**src/sv/cpor_pkg.sv**
```systemverilog
`default_nettype none
package cpor_pkg;

   localparam int CoordWidth = 32;
   localparam int CwEff      = (CoordWidth < 32) ? CoordWidth : 32;

   localparam int SqrtDepth  = 33;
   localparam int DivDepth   = 31;

   // pipeline positions of the shared side line
   localparam int StgSqIn    = 2;
   localparam int StgDist    = StgSqIn + SqrtDepth + 1;
   localparam int StgDelta   = StgDist + 1;
   localparam int StgProd    = StgDelta + 1;
   localparam int StgShift   = StgProd + DivDepth + 1;
   localparam int StgOut     = StgShift + DivDepth + 1;
   localparam int PipeDepth  = StgOut + 1;

   localparam logic [15:0] CoeffReset = 16'd58982;

   localparam logic signed [35:0] CoordMax = (36'sd1 <<< (CwEff - 1)) - 36'sd1;
   localparam logic signed [35:0] CoordMin = -CoordMax - 36'sd1;

   typedef struct packed {
      logic signed [33:0] ax;
      logic signed [33:0] ay;
      logic signed [33:0] bx;
      logic signed [33:0] by;
      logic [30:0]        da;
      logic [30:0]        db;
      logic               sgx;
      logic               sgy;
      logic [32:0]        mx;
      logic [32:0]        my;
      logic [31:0]        sumd;
      logic               coin;
      logic [63:0]        sqx;
      logic [63:0]        sqy;
      logic [64:0]        rad;
      logic [32:0]        dist_val;
      logic               over;
      logic [32:0]        ov2;
      logic [30:0]        delta;
      logic [61:0]        pa;
      logic [61:0]        pb;
      logic [63:0]        pxa;
      logic [63:0]        pya;
      logic [63:0]        pxb;
      logic [63:0]        pyb;
      logic [31:0]        nax;
      logic [31:0]        nay;
      logic [31:0]        nbx;
      logic [31:0]        nby;
   } side_type;

   // read a coordinate at the coordinate width
   function automatic logic signed [33:0] sext_coord(input logic [31:0] v);
      logic signed [31:0] t;
      t = $signed(v << (32 - CwEff)) >>> (32 - CwEff);
      return 34'(t);
   endfunction

   function automatic logic [31:0] sat_coord(input logic signed [35:0] v);
      logic signed [35:0] r;
      if (v > CoordMax) begin
         r = CoordMax;
      end else if (v < CoordMin) begin
         r = CoordMin;
      end else begin
         r = v;
      end
      return r[31:0];
   endfunction

endpackage
`default_nettype wire

```
**src/sv/cpor_sqrt.sv**
```systemverilog
`default_nettype none
module cpor_sqrt (
   input  wire logic        clock,
   input  wire logic        enable,
   input  wire logic [64:0] radicand,
   output logic      [32:0] root
);
   import cpor_pkg::*;

   logic [65:0] rad_ff  [SqrtDepth];
   logic [34:0] rem_ff  [SqrtDepth];
   logic [32:0] root_ff [SqrtDepth];
   logic [65:0] rad_in  [SqrtDepth];
   logic [34:0] rem_in  [SqrtDepth];
   logic [32:0] root_in [SqrtDepth];

   // one result bit per stage, most significant pair first
   for (genvar j = 0; j < SqrtDepth; j++) begin : g_stage
      localparam int K = SqrtDepth - 1 - j;
      logic [65:0] rad_prev;
      logic [34:0] rem_prev;
      logic [32:0] root_prev;
      logic [36:0] rem_ext;
      logic [36:0] trial;
      if (j == 0) begin : g_first
         assign rad_prev  = {1'b0, radicand};
         assign rem_prev  = '0;
         assign root_prev = '0;
      end else begin : g_next
         assign rad_prev  = rad_ff[j-1];
         assign rem_prev  = rem_ff[j-1];
         assign root_prev = root_ff[j-1];
      end
      assign rem_ext = {rem_prev, rad_prev[2*K+1 -: 2]};
      assign trial   = {2'b00, root_prev, 2'b01};
      always_comb begin
         rad_in[j] = rad_prev;
         if (rem_ext >= trial) begin
            rem_in[j]  = 35'(rem_ext - trial);
            root_in[j] = {root_prev[31:0], 1'b1};
         end else begin
            rem_in[j]  = rem_ext[34:0];
            root_in[j] = {root_prev[31:0], 1'b0};
         end
      end
      always_ff @(posedge clock) begin
         if (enable) begin
            rad_ff[j]  <= rad_in[j];
            rem_ff[j]  <= rem_in[j];
            root_ff[j] <= root_in[j];
         end
      end
   end

   assign root = root_ff[SqrtDepth-1];

endmodule
`default_nettype wire

```
**config.mk**
```make
export PLATFORM = sky130hd
export DESIGN_NAME = cpor_sqrt
export DESIGN_NICKNAME = d
export VERILOG_FILES = /design/src/sv/cpor_pkg.sv /design/src/sv/cpor_sqrt.sv
export SDC_FILE = /design/constraint.sdc
export NUM_CORES = 2
export LEC_CHECK = 0
export BUFFER_PORTS_ARGS = -buffer_cell sky130_fd_sc_hd__buf_2
export CORE_ASPECT_RATIO = 0.75
export CORE_MARGIN = 3
export CORE_UTILIZATION = 55
export DETAILED_ROUTE_END_ITERATION = 6
export GPL_TIMING_DRIVEN = 1
export PLACE_DENSITY = 0.81
export SETUP_SLACK_MARGIN = 0.1
export SLEW_MARGIN = 20
export SYNTH_ARGS = -nofsm -noshare
export SYNTH_HDL_FRONTEND = slang
export SYNTH_MEMORY_MAX_BITS = 65536
export SYNTH_SLANG_ARGS = --single-unit
```
**constraint.sdc**
```tcl
create_clock -name clock -period 9.8 [get_ports clock]
set_input_delay 0.49 -clock clock [delete_from_list [all_inputs] [get_ports clock]]
set_output_delay 0.49 -clock clock [all_outputs]
set_load 0.02 [all_outputs]
```
# After elaboration in Yosys (flattened, before gate mapping)
# Memories as Yosys holds them, arrays and structs flattened.
# Cells that the tools add are included.
# word_totals
reg_bits	0
ramBits	4422
in_bits	67
output_inout_bits	33
word_cells	137
memories	3
# memory_table
name	depth	width	rd	rd_clocked_by_memory_dff	write_ports	line_no	rtl
rad_ff	33	66	32	0	33	cpor_sqrt.sv:10	logic [65:0] rad_ff [SqrtDepth];
rem_ff	33	35	32	0	33	cpor_sqrt.sv:11	logic [34:0] rem_ff [SqrtDepth];
root_ff	33	33	33	0	33	cpor_sqrt.sv:12	logic [32:0] root_ff [SqrtDepth];
# op_classes
addsub	33
order_cmp	33
n_mux	68
# ops
operator	n
$ge A37 B35 Y1	32
$mux W35	33
$sub A35 B35 Y35	32
$mux W1	35
$sub A1 B1 Y2 const B	1
$ge A1 B1 Y1 const B	1

# Longest topological paths before layout
# An unclocked memory read counts as a cell.
# logic_depth
word_depth	3
mapped_depth	15
ltp_nobuf	13

# Worst setup path before layout
# OpenSTA, ideal clock, no wires.
# synth_timing
path_type	register -> register
startpoint	memory rem_ff[30][1], in the netlist rem_ff[0][1051]
endpoint	memory rem_ff[31][34], in the netlist rem_ff[0][1119] (data pin)
setup_time_ns	0.260
arrival_ns	3.362
t_required_ns	9.540
path_slack_ns	6.178
path_stages_with_launch	11
n_path_buf	0
synth_period_minus_slack_ns	3.622
path_cell_list	edfxtp_1 -> ha_1 -> o21ai_0 -> a21oi_1 -> o31a_1 -> o41ai_1 -> o21ai_1 -> a2111oi_0 -> o31ai_1 -> a211oi_1 -> mux2_2
# synth_lines
element	line_no
start, declared	cpor_sqrt.sv:11

==> run_results.csv <==
group,metric,value,unit
cells_and_area,num_antenna_cells,0,
global_route,grt_pass1_vias,74600,
place,dpl_cell_area,129000,um^2
clocking,root_buffer,"clkbuf_16",
die,die_area,234000,um^2
clocking,path_clk_slew,0.06,ns
cells_and_area,fillCellCount,16800,
drt,drtAntennaViolNets,0,
clocking,cts_tree,"built",
sta,tightest_slew,1.04,ns
yosys,mappedNetlistArea,125000,um^2
cells_and_area,final_nets,10600,
global_route,busiest_layer,"met1",
worst_hold_path,hold_path_class,"input port to register",
sta,fin_skew,0.0610,ns
cells_and_area,syn_to_final_growth,10.8,%
flow_run,cap_violations,0,
die,placement_rows,151,
global_route,met2_usage,35.0,%
yosys,avgSynthCellArea,12.9,um^2
sta,clock.fmax,215,MHz
clocking,post_cts_buffers,0,
setup_path,crit_arrival,5.22,ns
clocking,htree_levels,5,
yosys,synth_commonest_cells,"edfxtp_1 (2679), inv_1 (755), a21oi_1 (653)",
clocking,clock_sinks,2679,
yosys,yosysSeqAreaShare,64.2,%
die,num_io_pins,100,
die,dieHeight,419,um
yosys,synth_top_area_cell,"edfxtp_1",
sta,period_minus_slack,4.65,ns
power_and_ir_drop,peakVddDrop,0.166,mV
drt,drt-pass1-iter-count,6,
drt,drtIter0Drc,9154,
die,start_util,55.4,%
global_route,use_met1,35.4,%
setup_path,critPathMaxFanout,47,
sta,finalSetupViolations,0,
yosys,ys_async_sr_fraction,0,%
setup_path,crit_path_start_kind,"register",
yosys,synthCells,9695,
die,core_area,226000,um^2
clocking,cts_buffers,273,
sta,rsz0062_at_grt,"false",
yosys,synth_edf_count,2679,
global_route,grt_usage,23.3,%
setup_path,crit_required,10.37,ns
cells_and_area,drive_gt1_share,7.25,%
clocking,cts_hold_repair.buffers,65,
status,status,"finished, final reports clean",
global_route,antenna_found_initial,9,
clocking,cts_resized,0,
place,hpwl,193000,um
sta,tns,0,ns
yosys,yosysMostFrequentCell,"edfxtp_1",
power_and_ir_drop,powerDensity,238,nW/um^2
power_and_ir_drop,p_leak,53.0,nW
yosys,yosysTopAreaCellShare,64.2,%
yosys,synth_area_leaders,"edfxtp_1 (64%), ha_1 (5.9%), xnor2_1 (3.2%)",
yosys,yosys_warnings,0,
place,gp_congestion,0.950,
setup_path,critical_path_class,"register to register",
clocking,ctsLongestPathBuffers,4,
cells_and_area,final_cell_area,139000,um^2
drt,wl_per_cell,21.0,um
sta,finalHoldViolCount,0,
yosys,synth_nets,10400,
global_route,grt_overflow_total,0,
clocking,clock_latency,0.86,ns
power_and_ir_drop,finalPower,33.1,mW
yosys,synthFlopType,"edfxtp_1",
global_route,grt_start_max_net_pins,212,
sta,period_share,47.5,%
drt,avgViaCountPerCell,5.97,
global_route,grt_pass1_wl,429000,um
drt,drc,0,
place,port_buffers,99,
yosys,synth.distinct_cells,96,
drt,vias,78600,
die,chipWidth,557,um
drt,routed_wl,277000,um
yosys,ys_ff_latch,2679,
global_route,met3_usage,3.46,%
setup_path,end_kind,"register",
sta,maxSlewViolCount,0,
sta,relSlewSlack,30.7,%
[placed cells by master, fill, tap and decap left out, drive strengths merged, types with 33 or more instances in the layout]
| master | netlist | routed |
|---|---|---|
| a211oi | 45 | 45 |
| a21o | 245 | 245 |
| a21oi | 654 | 654 |
| a31oi | 70 | 70 |
| and3 | 65 | 65 |
| buf | 30 | 150 |
| clkbuf | 177 | 324 |
| clkinv | 0 | 108 |
| dlygate4sd3 | 0 | 65 |
| edfxtp | 2679 | 2679 |
| ha | 594 | 594 |
| inv | 756 | 768 |
| mux2 | 92 | 92 |
| nand2 | 617 | 617 |
| nand2b | 111 | 111 |
| nand3 | 165 | 165 |
| nand4 | 119 | 119 |
| nor2 | 610 | 610 |
| nor2b | 70 | 70 |
| nor3 | 252 | 252 |
| nor4 | 133 | 133 |
| o211ai | 33 | 33 |
| o21a | 92 | 92 |
| o21ai | 452 | 452 |
| o21bai | 54 | 54 |
| o31ai | 55 | 55 |
| or2 | 45 | 45 |
| or3 | 107 | 107 |
| or4 | 73 | 73 |
| xnor2 | 456 | 456 |
| xor2 | 453 | 453 |
[report_power, final]
group          switching (mW)  leakage (nW)  internal (mW)
logic                    4.37          22.9           2.85
registers                1.07          25.8           14.5
clock network            4.35          4.27           5.95
[cell type report]
class,instances,area (um^2),area share (%)
sequential,2679,80400,57.9
multi-input combinational,6053,41400,29.8
clock buffer,324,7190,5.18
tap,2983,3730,2.69
inverter,756,2840,2.04
timing repair buffer,215,1720,1.24
clock inverter,157,1550,1.12
[registers in the layout (all words and copies together) (netlist names)]
signal and cells:
root_ff 530, rem_ff 1062, rad_ff 1087
[routing by layer]
| layer | part of all wire [%] | vias up |
|---|---|---|
| li1 | - | 36600 |
| met3 | 7.8 | 519 |
| met2 | 44 | 3130 |
| met1 | 45 | 38400 |
| met4 | 2.7 | 0 |
| met5 | 0 | - |
[cells by family (layout without fill, tap and decap cells)]
| kind of cell | count (synthesis) | count (layout) | share of synthesized area [%] |
|---|---|---|---|
| buffers and inverters | 963 | 1452 | 2.92 |
| muxes | 100 | 100 | 0.912 |
| adders and majority gates | 594 | 594 | 5.93 |
| other | 1 | 1 | 0.00299 |
| and+or+nand+nor | 2506 | 2506 | 9.98 |
| DFF | 2679 | 2679 | 64.2 |
| xor gates and xnor gates | 909 | 909 | 6.35 |
| AOI/OAI and AO/OA | 1943 | 1943 | 9.69 |
[final timing paths]
| check | startpoint | to | slack (ns) | cells after the start |
|---|---|---|---|---|
| max | rem_ff[0][1051] | rem_ff[0][1098] | 5.15 | 10 |
| min | enable | rad_ff[0][66] | 0.20 | 1 |
| min reg2reg | rad_ff[0][293] | rad_ff[0][359] | 0.40 | 0 |
| max reg2reg | rem_ff[0][1051] | rem_ff[0][1098] | 5.15 | 10 |
[metrics by stage]
| stage | std cells | hold WS [ns] | utilization [%] | worst slack (ns) |
|---|---|---|---|---|
| global route | 13200 | 0.203 | 61.4 | 4.91 |
| detailed placement | 12600 | 0.405 | 57.2 | 5.28 |
| CTS | 13200 | 0.154 | 61.4 | 5.23 |
| floorplan | 9695 | 0.400 | - | 6.18 |
| global placement | 12600 | 0.400 | 57.2 | 5.28 |
| finish | 13200 | 0.199 | 61.4 | 5.15 |
[critical path, cell delays in order (launching register included)]
cell and delay [ns]:
edfxtp_1 0.40, ha_1 0.38, o21ai_0 0.31, a22oi_1 0.19, o31a_1 0.35, nor3_1 0.65
o41ai_1 0.24, a311oi_1 0.39, o211a_1 0.55, buf_4 0.52, mux2_2 0.39
No activity file was read; power rests on OpenSTA's default activity.
